<file path="src/design/adsr_pkg.sv">
`default_nettype none

package adsr_pkg;

    // Field widths.
    localparam int LEVEL_W = 16;
    localparam int VEL_W   = 7;
    localparam int OP_W    = 2;
    localparam int CODE_W  = 3;
    localparam int CFG_W   = 16;
    localparam int IDX_W   = 2;

    // Full-scale peak before velocity scaling.
    localparam logic [LEVEL_W-1:0] PEAK_FULL_SCALE = 16'hFFFF;

    // Input operation codes.
    typedef enum logic [OP_W-1:0] {
        OP_TICK     = 2'd0,
        OP_NOTE_ON  = 2'd1,
        OP_NOTE_OFF = 2'd2
    } op_t;

    // Configuration register indexes.
    typedef enum logic [IDX_W-1:0] {
        REG_ATTACK_RATE   = 2'd0,
        REG_DECAY_RATE    = 2'd1,
        REG_SUSTAIN_LEVEL = 2'd2,
        REG_RELEASE_RATE  = 2'd3
    } reg_idx_t;

    localparam logic [CFG_W-1:0] ATTACK_RATE_RST   = 16'd66;
    localparam logic [CFG_W-1:0] DECAY_RATE_RST    = 16'd66;
    localparam logic [CFG_W-1:0] SUSTAIN_LEVEL_RST = 16'd52428;
    localparam logic [CFG_W-1:0] RELEASE_RATE_RST  = 16'd5;

    // Envelope stage, one-hot.
    typedef enum logic [4:0] {
        ST_ATTACK  = 5'b00001,
        ST_DECAY   = 5'b00010,
        ST_SUSTAIN = 5'b00100,
        ST_RELEASE = 5'b01000,
        ST_CLOSED  = 5'b10000
    } stage_t;

    // Stage codes as they appear on the result channel.
    localparam logic [CODE_W-1:0] CODE_ATTACK  = 3'd0;
    localparam logic [CODE_W-1:0] CODE_DECAY   = 3'd1;
    localparam logic [CODE_W-1:0] CODE_SUSTAIN = 3'd2;
    localparam logic [CODE_W-1:0] CODE_RELEASE = 3'd3;
    localparam logic [CODE_W-1:0] CODE_CLOSED  = 3'd4;

    typedef struct packed {
        logic [CFG_W-1:0] attack_rate;
        logic [CFG_W-1:0] decay_rate;
        logic [CFG_W-1:0] sustain_level;
        logic [CFG_W-1:0] release_rate;
    } cfg_t;

    typedef struct packed {
        logic [LEVEL_W-1:0] level;
        stage_t             stage;
        logic [LEVEL_W-1:0] peak;
        logic [LEVEL_W-1:0] held;
    } env_state_t;

    function automatic logic [CODE_W-1:0] stage_code(input stage_t st);
        logic [CODE_W-1:0] code;
        begin
            unique case (st)
                ST_ATTACK:  code = CODE_ATTACK;
                ST_DECAY:   code = CODE_DECAY;
                ST_SUSTAIN: code = CODE_SUSTAIN;
                ST_RELEASE: code = CODE_RELEASE;
                ST_CLOSED:  code = CODE_CLOSED;
                default:    code = CODE_CLOSED;
            endcase
            return code;
        end
    endfunction

endpackage

`default_nettype wire

</file>
<file path="src/design/adsr_if.sv">
`default_nettype none

// Command channel: one transaction is a tick, a note-on or a note-off.
interface adsr_cmd_if;
    logic                              valid;
    logic                              ready;
    logic [adsr_pkg::OP_W-1:0]         operation;
    logic [adsr_pkg::VEL_W-1:0]        velocity;

    modport source (output valid, operation, velocity, input ready);
    modport sink   (input valid, operation, velocity, output ready);
endinterface

// Result channel: one transaction carries the level and stage after a command.
interface adsr_env_if;
    logic                              valid;
    logic                              ready;
    logic [adsr_pkg::LEVEL_W-1:0]      level;
    logic [adsr_pkg::CODE_W-1:0]       stage;

    modport source (output valid, level, stage, input ready);
    modport sink   (input valid, level, stage, output ready);
endinterface

`default_nettype wire

</file>
<file path="src/design/adsr_step.sv">
`default_nettype none

// Next envelope state for one command applied to the current state.
module adsr_step (
    input  wire adsr_pkg::cfg_t                 cfg,
    input  wire adsr_pkg::env_state_t           cur,
    input  wire logic [adsr_pkg::OP_W-1:0]      operation,
    input  wire logic [adsr_pkg::VEL_W-1:0]     velocity,
    output adsr_pkg::env_state_t                nxt
);

    localparam int PROD_W = adsr_pkg::LEVEL_W + adsr_pkg::VEL_W;

    logic [PROD_W-1:0]             peak_prod;
    logic [PROD_W-1:0]             held_prod;
    logic [adsr_pkg::LEVEL_W:0]    attack_sum;
    logic [adsr_pkg::LEVEL_W:0]    decay_floor;
    logic [adsr_pkg::LEVEL_W-1:0]  decay_diff;
    logic [adsr_pkg::LEVEL_W-1:0]  release_diff;

    // Velocity scaling: a 16 by 7 product, keeping bits above the velocity width.
    assign peak_prod = PROD_W'(adsr_pkg::PEAK_FULL_SCALE) * PROD_W'(velocity);
    assign held_prod = PROD_W'(cfg.sustain_level) * PROD_W'(velocity);

    // The decrement clamps when level - rate <= target, i.e. level <= target + rate.
    assign attack_sum   = {1'b0, cur.level} + {1'b0, cfg.attack_rate};
    assign decay_floor  = {1'b0, cur.held} + {1'b0, cfg.decay_rate};
    assign decay_diff   = cur.level - cfg.decay_rate;
    assign release_diff = cur.level - cfg.release_rate;

    always_comb
    begin
        nxt = cur;
        case (operation)
            adsr_pkg::OP_TICK:
            begin
                unique case (cur.stage)
                    adsr_pkg::ST_ATTACK:
                    begin
                        if (attack_sum >= {1'b0, cur.peak})
                        begin
                            nxt.level = cur.peak;
                            nxt.stage = adsr_pkg::ST_DECAY;
                        end
                        else
                        begin
                            nxt.level = attack_sum[adsr_pkg::LEVEL_W-1:0];
                        end
                    end
                    adsr_pkg::ST_DECAY:
                    begin
                        if ({1'b0, cur.level} <= decay_floor)
                        begin
                            nxt.level = cur.held;
                            nxt.stage = adsr_pkg::ST_SUSTAIN;
                        end
                        else
                        begin
                            nxt.level = decay_diff;
                        end
                    end
                    adsr_pkg::ST_RELEASE:
                    begin
                        if (cur.level <= cfg.release_rate)
                        begin
                            nxt.level = '0;
                            nxt.stage = adsr_pkg::ST_CLOSED;
                        end
                        else
                        begin
                            nxt.level = release_diff;
                        end
                    end
                    default:
                    begin
                        nxt = cur;
                    end
                endcase
            end
            adsr_pkg::OP_NOTE_ON:
            begin
                nxt.peak  = peak_prod[PROD_W-1:adsr_pkg::VEL_W];
                nxt.held  = held_prod[PROD_W-1:adsr_pkg::VEL_W];
                nxt.stage = adsr_pkg::ST_ATTACK;
            end
            adsr_pkg::OP_NOTE_OFF:
            begin
                nxt.peak  = '0;
                nxt.stage = adsr_pkg::ST_RELEASE;
            end
            default:
            begin
                nxt = cur;
            end
        endcase
    end

endmodule

`default_nettype wire

</file>
<file path="src/design/adsr_envelope_generator_top.sv">
`default_nettype none

// Linear ADSR envelope generator. Each transaction on the cmd channel is a sample
// tick, a note-on with a 7-bit velocity, or a note-off, and produces exactly one
// transaction on the env channel with the 16-bit level and the stage code after
// that command (0 attack, 1 decay, 2 sustain, 3 release, 4 closed). A note-on
// scales the full-scale peak and the sustain register by velocity/128 and restarts
// attack from the present level; a note-off enters release. The block takes one
// command per clock cycle while the env channel is not stalled: a command is
// captured in an input register, and the next envelope state is computed from it
// and written to the state and result registers together once the result register
// can take it. The input register keeps accepting while a finished result waits
// on a stalled env channel, and the whole path only stops once both registers are
// full. The four rate and level registers are written through cfg_wen, cfg_index
// and cfg_data and should only be changed while no command is in flight.
module adsr_envelope_generator_top (
    input  wire                                 clk,
    input  wire                                 rst_n,
    adsr_cmd_if.sink                            cmd,
    adsr_env_if.source                          env,
    input  wire                                 cfg_wen,
    input  wire logic [adsr_pkg::IDX_W-1:0]     cfg_index,
    input  wire logic [adsr_pkg::CFG_W-1:0]     cfg_data
);

    adsr_pkg::cfg_t                    cfg_reg;
    adsr_pkg::env_state_t              state_reg;
    adsr_pkg::env_state_t              state_next;

    logic                              cmd_valid_reg;
    logic [adsr_pkg::OP_W-1:0]         cmd_op_reg;
    logic [adsr_pkg::VEL_W-1:0]        cmd_vel_reg;

    logic                              env_valid_reg;
    logic [adsr_pkg::LEVEL_W-1:0]      env_level_reg;
    logic [adsr_pkg::CODE_W-1:0]       env_stage_reg;

    logic                              advance;

    // The compute stage moves whenever the result register is free or being drained.
    assign advance   = !env_valid_reg || env.ready;
    assign cmd.ready = !cmd_valid_reg || advance;

    assign env.valid = env_valid_reg;
    assign env.level = env_level_reg;
    assign env.stage = env_stage_reg;

    // Configuration registers.
    always_ff @(posedge clk or negedge rst_n)
    begin
        if (!rst_n)
        begin
            cfg_reg.attack_rate   <= adsr_pkg::ATTACK_RATE_RST;
            cfg_reg.decay_rate    <= adsr_pkg::DECAY_RATE_RST;
            cfg_reg.sustain_level <= adsr_pkg::SUSTAIN_LEVEL_RST;
            cfg_reg.release_rate  <= adsr_pkg::RELEASE_RATE_RST;
        end
        else if (cfg_wen)
        begin
            unique case (cfg_index)
                adsr_pkg::REG_ATTACK_RATE:   cfg_reg.attack_rate   <= cfg_data;
                adsr_pkg::REG_DECAY_RATE:    cfg_reg.decay_rate    <= cfg_data;
                adsr_pkg::REG_SUSTAIN_LEVEL: cfg_reg.sustain_level <= cfg_data;
                adsr_pkg::REG_RELEASE_RATE:  cfg_reg.release_rate  <= cfg_data;
                default:                     cfg_reg               <= cfg_reg;
            endcase
        end
    end

    // Input register: holds one accepted command until the compute stage takes it.
    always_ff @(posedge clk or negedge rst_n)
    begin
        if (!rst_n)
        begin
            cmd_valid_reg <= 1'b0;
        end
        else if (cmd.ready)
        begin
            cmd_valid_reg <= cmd.valid;
        end
    end

    always_ff @(posedge clk)
    begin
        if (cmd.valid && cmd.ready)
        begin
            cmd_op_reg  <= cmd.operation;
            cmd_vel_reg <= cmd.velocity;
        end
    end

    adsr_step u_step (
        .cfg       (cfg_reg),
        .cur       (state_reg),
        .operation (cmd_op_reg),
        .velocity  (cmd_vel_reg),
        .nxt       (state_next)
    );

    // Envelope state is updated in the same edge that loads the result register.
    always_ff @(posedge clk or negedge rst_n)
    begin
        if (!rst_n)
        begin
            state_reg.level <= '0;
            state_reg.stage <= adsr_pkg::ST_ATTACK;
            state_reg.peak  <= '0;
            state_reg.held  <= '0;
        end
        else if (cmd_valid_reg && advance)
        begin
            state_reg <= state_next;
        end
    end

    // Result register.
    always_ff @(posedge clk or negedge rst_n)
    begin
        if (!rst_n)
        begin
            env_valid_reg <= 1'b0;
        end
        else if (advance)
        begin
            env_valid_reg <= cmd_valid_reg;
        end
    end

    always_ff @(posedge clk)
    begin
        if (cmd_valid_reg && advance)
        begin
            env_level_reg <= state_next.level;
            env_stage_reg <= adsr_pkg::stage_code(state_next.stage);
        end
    end

    // A closed envelope always rests at zero.
    a_closed_at_zero: assert property (@(posedge clk) disable iff (!rst_n)
        (state_reg.stage == adsr_pkg::ST_CLOSED) |-> (state_reg.level == '0))
        else $error("closed stage with nonzero level");

    // Sustain holds exactly the velocity-scaled sustain level.
    a_sustain_holds: assert property (@(posedge clk) disable iff (!rst_n)
        (state_reg.stage == adsr_pkg::ST_SUSTAIN) |-> (state_reg.level == state_reg.held))
        else $error("sustain level differs from held sustain");

    // A command leaving the input register always lands in the result register.
    a_cmd_to_result: assert property (@(posedge clk) disable iff (!rst_n)
        (cmd_valid_reg && advance) |=> env_valid_reg)
        else $error("command lost between input and result registers");

    // Back-pressure reaches the command channel only when both registers are full.
    a_ready_low_full: assert property (@(posedge clk) disable iff (!rst_n)
        !cmd.ready |-> (cmd_valid_reg && env_valid_reg))
        else $error("command channel stalled with free storage");

    // The result copies the envelope state that was just written.
    a_result_tracks_state: assert property (@(posedge clk) disable iff (!rst_n)
        (cmd_valid_reg && advance) |=> (env_level_reg == state_reg.level))
        else $error("result level differs from envelope state");

endmodule

`default_nettype wire
</file>
<file path="src/flat_wrapper.sv">
// flat-port wrapper written by rule: the top's interface ports become plain ports
module adsr_envelope_generator_top_flat 
  (clk, rst_n, cfg_wen, cfg_index, cfg_data, cmd_valid, cmd_operation, cmd_velocity, cmd_ready, env_valid, env_level, env_stage, env_ready);
  adsr_cmd_if cmd_i ();
  adsr_env_if env_i ();
  input  wire clk;
  input  wire rst_n;
  input  wire cfg_wen;
  input  wire logic [adsr_pkg::IDX_W-1:0] cfg_index;
  input  wire logic [adsr_pkg::CFG_W-1:0] cfg_data;
  input wire logic [$bits(cmd_i.valid)-1:0] cmd_valid;
  input wire logic [$bits(cmd_i.operation)-1:0] cmd_operation;
  input wire logic [$bits(cmd_i.velocity)-1:0] cmd_velocity;
  output wire logic [$bits(cmd_i.ready)-1:0] cmd_ready;
  output wire logic [$bits(env_i.valid)-1:0] env_valid;
  output wire logic [$bits(env_i.level)-1:0] env_level;
  output wire logic [$bits(env_i.stage)-1:0] env_stage;
  input wire logic [$bits(env_i.ready)-1:0] env_ready;
  assign cmd_i.valid = cmd_valid;
  assign cmd_i.operation = cmd_operation;
  assign cmd_i.velocity = cmd_velocity;
  assign cmd_ready = cmd_i.ready;
  assign env_valid = env_i.valid;
  assign env_level = env_i.level;
  assign env_stage = env_i.stage;
  assign env_i.ready = env_ready;
  adsr_envelope_generator_top u_core (.clk(clk), .rst_n(rst_n), .cmd(cmd_i), .env(env_i), .cfg_wen(cfg_wen), .cfg_index(cfg_index), .cfg_data(cfg_data));
endmodule
</file>
<file path="config.mk">
export PLATFORM = sky130hd
export DESIGN_NAME = adsr_envelope_generator_top_flat
export DESIGN_NICKNAME = d
export VERILOG_FILES = /design/src/design/adsr_pkg.sv /design/src/design/adsr_if.sv /design/src/design/adsr_step.sv /design/src/design/adsr_envelope_generator_top.sv /design/src/flat_wrapper.sv
export SDC_FILE = /design/constraint.sdc
export NUM_CORES = 1
export LEC_CHECK = 0
export BUFFER_PORTS_ARGS = -buffer_cell sky130_fd_sc_hd__buf_2
export CAP_MARGIN = 30
export CORE_UTILIZATION = 49
export DETAILED_ROUTE_END_ITERATION = 8
export PLACE_DENSITY = 0.78
export REMOVE_ABC_BUFFERS = 1
export SKIP_LAST_GASP = 1
export SLEW_MARGIN = 20
export SYNTH_ARGS = -nofsm -noshare
export SYNTH_HDL_FRONTEND = slang
export SYNTH_SLANG_ARGS = --single-unit
</file>
<file path="constraint.sdc">
create_clock -name clk -period 5 [get_ports clk]
set_input_delay 0.25 -clock clk [delete_from_list [all_inputs] [get_ports clk]]
set_output_delay 0.25 -clock clk [all_outputs]
set_load 0.1 [all_outputs]
</file>
# Word level (Yosys, flattened, before mapping)
# Index checks and enable logic that the tools add are counted.
[totals]
output_inout_bits = 21
inputBits = 32
elab_cells = 61
register_bits = 147
[op_classes]
order_cmp = 3
reduce_logical = 15
n_mul = 2
n_addsub = 4
eq_ne = 12
mux = 10
bitwise_logic = 1
[op_table]
columns = ["cell", "n"]
rows = [
  ["$pmux 21 s3", 2],
  ["$mux 16", 4],
  ["$add 16x16->17", 2],
  ["$sub 16x16->16", 2],
  ["$mul 16x7->23", 1],
  ["$mul 16x7->23 const A", 1],
  ["$ge 17x16->1", 1],
  ["$le 16x17->1", 1],
  ["$le 16x16->1", 1],
  ["$mux 5", 3],
  ["$pmux 3 s4", 1],
  ["$eq 5x1->1 const B", 2],
  ["$eq 5x2->1 const B", 2],
  ["$eq 5x4->1 const B", 2],
  ["$reduce_and 2->1", 5],
  ["$eq 2x2->1 const B", 3],
  ["$eq 5x3->1 const B", 1],
  ["$eq 2x1->1 const B", 2],
  ["$logic_not 2->1", 2],
  ["$reduce_and 3->1", 1],
  ["$logic_and 1x1->1", 2],
  ["$logic_not 1->1", 2],
  ["$logic_or 1x1->1", 2],
  ["$reduce_bool 2->1", 1],
  ["$not 1->1", 1],
]

# Logic depth before layout (Yosys ltp)
[logic_depth]
word_depth = 7
depth_mapped = 23
depth_no_buf = 21

# Modules after synthesis
# A second synthesis with hierarchy kept.
[hier_totals]
cells_unflattened = 1492
hier_area_um2 = 14571.5
[modules_own_cells]
columns = ["mod", "area_each_um2", "seq_area_each_um2", "cells_each", "instances"]
rows = [
  ["adsr_step", 9203.8, 0.0, 1200, 1],
  ["adsr_envelope_generator_top", 5367.6, 3837.4, 292, 1],
]

# Least setup slack after synthesis
# No wires, ideal clock.
[synth_timing]
kind = "register to register"
from = "register u_core.cmd_vel_reg[4] (netlist bit)"
to = "register u_core.state_reg[15] (netlist bit)"
setup_ns = 0.135
synth_period_minus_slack_ns = 5.206
stages_incl_launch_ff = 20
required_time_ns = 4.865
arrival_time_ns = 5.071
path_slack_ns = -0.206
n_path_buf = 2
path_cell_list = "edfxtp_1 -> clkbuf_1 -> clkbuf_1 -> nand2_1 -> fa_1 -> fa_1 -> fa_1 -> inv_1 -> fa_1 -> ha_1 -> a2111oi_0 -> o21ai_1 -> a221o_1 -> a41oi_2 -> o31ai_1 -> a21oi_1 -> o21ai_1 -> a21oi_1 -> xnor2_1 -> o21ai_0"
[synth_via]
elab_chain_len = 1
[synth_rtl]
columns = ["element", "line_no", "rtl"]
rows = [
  ["start, declared", "adsr_envelope_generator_top.sv:32", "logic [adsr_pkg::VEL_W-1:0] cmd_vel_reg;"],
  ["start signal, assigned", "adsr_envelope_generator_top.sv:88", "cmd_vel_reg <= cmd.velocity;"],
  ["$mul 16x7->23", "adsr_step.sv:23", "assign held_prod = PROD_W'(cfg.sustain_level) * PROD_W'(velocity);"],
  ["end signal, assigned", "adsr_envelope_generator_top.sv:112", "state_reg <= state_next;"],
  ["end, declared", "adsr_envelope_generator_top.sv:27", "adsr_pkg::env_state_t state_reg;"],
]
# Every way passes these cells.
# A chain may end at the register's enable or synchronous reset.

==> flow_summary.toml <==
[critical_path]
cpMostUsedCell = "ha_1"
cpPeakStageDelay_ps = 490
required_ps = 5170
cp.arrival_ps = 5160
cp_slowest_cell = "or4_1"
crit_type = "reg -> reg"
rr_worst_depth = 19
worstSetupEndpointType = "flip-flop"
crit_fanout = 5
cp_top_family = "compound AO/OA/AOI/OAI gates"
path_cells = "ha_1, fa_2, a211oi_2, nor2_1, o31ai_2, buf_4, a31oi_1, xnor2_1, ha_1, and3_4, nand4_1, nor4_2, or4_1, a211o_1, nor2b_4, a221o_1, a221oi_2, and2b_1, a211oi_1"
crit_cells = 19
crit_buf_inv = 1
worstSetupStartpointType = "flip-flop"

[clock_tree]
path_clk_slew_ps = 70
cts_buffers = 17
root_buffer = "clkbuf_16"
cts_buffer_depth = 2
insertion_delay_ps = 440
cts_tree = "yes"
clock_sinks = 147
cts.htree.levels = 4

[final_layout]
syn2layout_area_growth_pct = 16.3
num_antenna_cells = 0
drive_above_1_share_pct = 20.6
layout.nets = 1894
largest_register_ffs = 64

[pwr]
vdd_drop_max_uv = 316
power_density_nw_per_um2 = 710
cellLeakagePower_nw = 7.76

[synth]
syn_avg_cell_area_um2 = 9.62
synth_ff_type = "dfrtp_1"
synth_top_area_share_pct = 18.6
yosys.area.top_type = "dfrtp_1"
synth.most_common_cell = "ha_1"
netlist_area_um2 = 14000
synth_edf_count = 28
synthCells = 1457
synthTopCellsByArea = "dfrtp_1 19%, ha_1 15%, fa_1 13%"
synth_common_cells = "173 x ha_1, 163 x nand2_1, 158 x inv_1"
ys_ff_latch = 147
async_flop_share_pct = 81.0
yosysWarnings = 0
ys_types = 80
yosysSeqAreaShare_pct = 27.4

[hold_path]
hold_path_class = "in -> reg"
min_path_cells = 1

[timing]
rsz0062_at_grt = "true"
max_freq_mhz = 201
post-route-period-util_pct = 99.7
layout_setup_ws_ps = 15.8
setup_tns_ps = 0
min_period_ps = 4980
skew_ps = 12.0
max_slew.worst_pin.slew_ps = 918
relSlewSlack_pct = 38.6
finalSetupViolations = 0
hold_viol_final = 0
drv_slew = 0

[place]
post-place-ws_ps = -96.5
gp_congestion = 1.02
detailed_place_hpwl_um = 29400
numPortBuffers = 52

[global_routing]
antenna_found_initial = 0
grt_overflow = 0
grt_max_degree = 57
grt_usage_pct = 26.9
grt_pass1_wl_um = 60100
first_global_vias = 11600

[floorplan]
num_rows = 61
dieArea_um2 = 29300
ios = 53
die_x_um = 171
die-height_um = 171
initial_core_util_pct = 50.2
design.core.area_um2 = 27900

[routing]
antenna_left = 0
vias = 11400
vias_per_cell = 5.74
routed_wl_um = 37400
drt_first_pass_iters = 6
drc = 0
drtIter0Drc = 828
avgRoutedWirePerCell_um = 18.8

[run_status]
status = "complete, no violations"

[flow_run]
maxCapViolations = 0
[worst paths after layout]
| kind | from | end | slack (ps) |
|---|---|---|---|
| max | u_core.state_reg[0] | u_core.env.level[15] | 20 |
| min | cmd_velocity[4] | u_core.cmd_vel_reg[4] | 20 |
| max reg2reg | u_core.state_reg[0] | u_core.env.level[15] | 20 |
| min reg2reg | u_core.cmd_valid_reg | u_core.env.valid | 500 |
| max in group asynchronous | rst_n | u_core.cfg_reg[47] | 3800 |
| min in group asynchronous | rst_n | u_core.cfg_reg[5] | 280 |
[where the power goes]
part	total, mW	switching, mW	internal, mW
logic	8.35	4.65	3.70
clock network	1.24	0.527	0.718
registers	1.97	0.401	1.57
total	11.6	5.58	6.00
[layout make-up]
class | count | area (um^2)
fillers | 2374 | 11600
multi-input cells | 1120 | 9750
flip-flops and latches | 147 | 3840
repair buffers | 152 | 1080
inverters | 158 | 593
well taps | 378 | 473
clock buffers | 22 | 465
clock inverters | 10 | 100
[through the flow]
step / util [%] / cells / power (mW) / hold slack [ps] / area (um^2)
finish: 58.4 / 1987 / 11.6 / 19.0 / 16300
global route: 58.4 / 1987 / 12.6 / 9.94 / 16300
CTS: 57.0 / 1975 / 11.1 / 2.18 / 15900
detailed placement: 54.6 / 1934 / 9.71 / 193 / 15200
global placement: 54.4 / 1932 / 9.44 / 430 / 15200
floorplan: - / 1425 / 7.61 / -45.6 / 13900
[per-layer routing]
| layer | vias up | global-route usage (%) | wire length, um |
|---|---|---|---|
| met1 | 5659 | 35.4 | 16100 |
| met3 | 63 | 4.14 | 2230 |
| met4 | 0 | 9.08 | 1090 |
| li1 | 5323 | - | - |
| met2 | 365 | 44.9 | 18000 |
| met5 | - | 0 | 0 |
[layout by cell type (no fill, tap or decap), types with 5 or more instances in the layout]
master	count
dfrtp_1	104
nor2b_1	15
nand2b_1	15
fa_1	91
xnor2_1	49
and2_1	35
ha_1	170
a31oi_1	6
xor2_1	22
a21oi_2	8
a21oi_1	68
o22ai_1	11
mux2i_1	16
dfstp_2	15
nor3_1	14
buf_2	51
a22o_1	9
or2_2	5
mux2_2	67
buf_4	88
o21ai_1	8
edfxtp_1	28
clkbuf_16	18
nand2_1	163
o21ai_0	69
nor2_1	77
a211oi_1	10
a21o_1	19
o21a_1	22
o21ai_2	7
dlygate4sd3_1	7
nand4_1	9
nand3b_1	5
and3_1	7
nand3_1	18
inv_1	156
[repair_timing]
action | 4_1_cts | 5_1_grt
hold buffers | 7 | 0
buffers inserted | 2 | 11
endpoints found under the hold margin | 26 | 0
pin swaps | 2 | 35
resized for setup | 8 | 63
gates cloned | 0 | 0
setup endpoints to repair | 5 | 48
[kinds of logic after synthesis]
kind of cell / count (synthesis) / synth area share (%)
AOI/OAI and AO/OA: 310 / 14.7
xor gates and xnor gates: 72 / 4.50
adders and majority gates: 266 / 28.7
buffers and inverters: 190 / 5.17
DFF: 147 / 27.4
muxes: 83 / 6.52
and+or+nand+nor: 389 / 13.0
[worst reg2reg max path: stages, from the launching register on]
cell,delay (ps)
dfrtp_1,410
ha_1,250
fa_2,380
a211oi_2,230
nor2_1,110
o31ai_2,340
buf_4,190
a31oi_1,100
xnor2_1,150
ha_1,320
and3_4,170
nand4_1,120
nor4_2,70
or4_1,490
a211o_1,370
nor2b_4,170
a221o_1,370
a221oi_2,250
and2b_1,190
a211oi_1,50
Note: power is estimated with default switching activity, not from simulation.
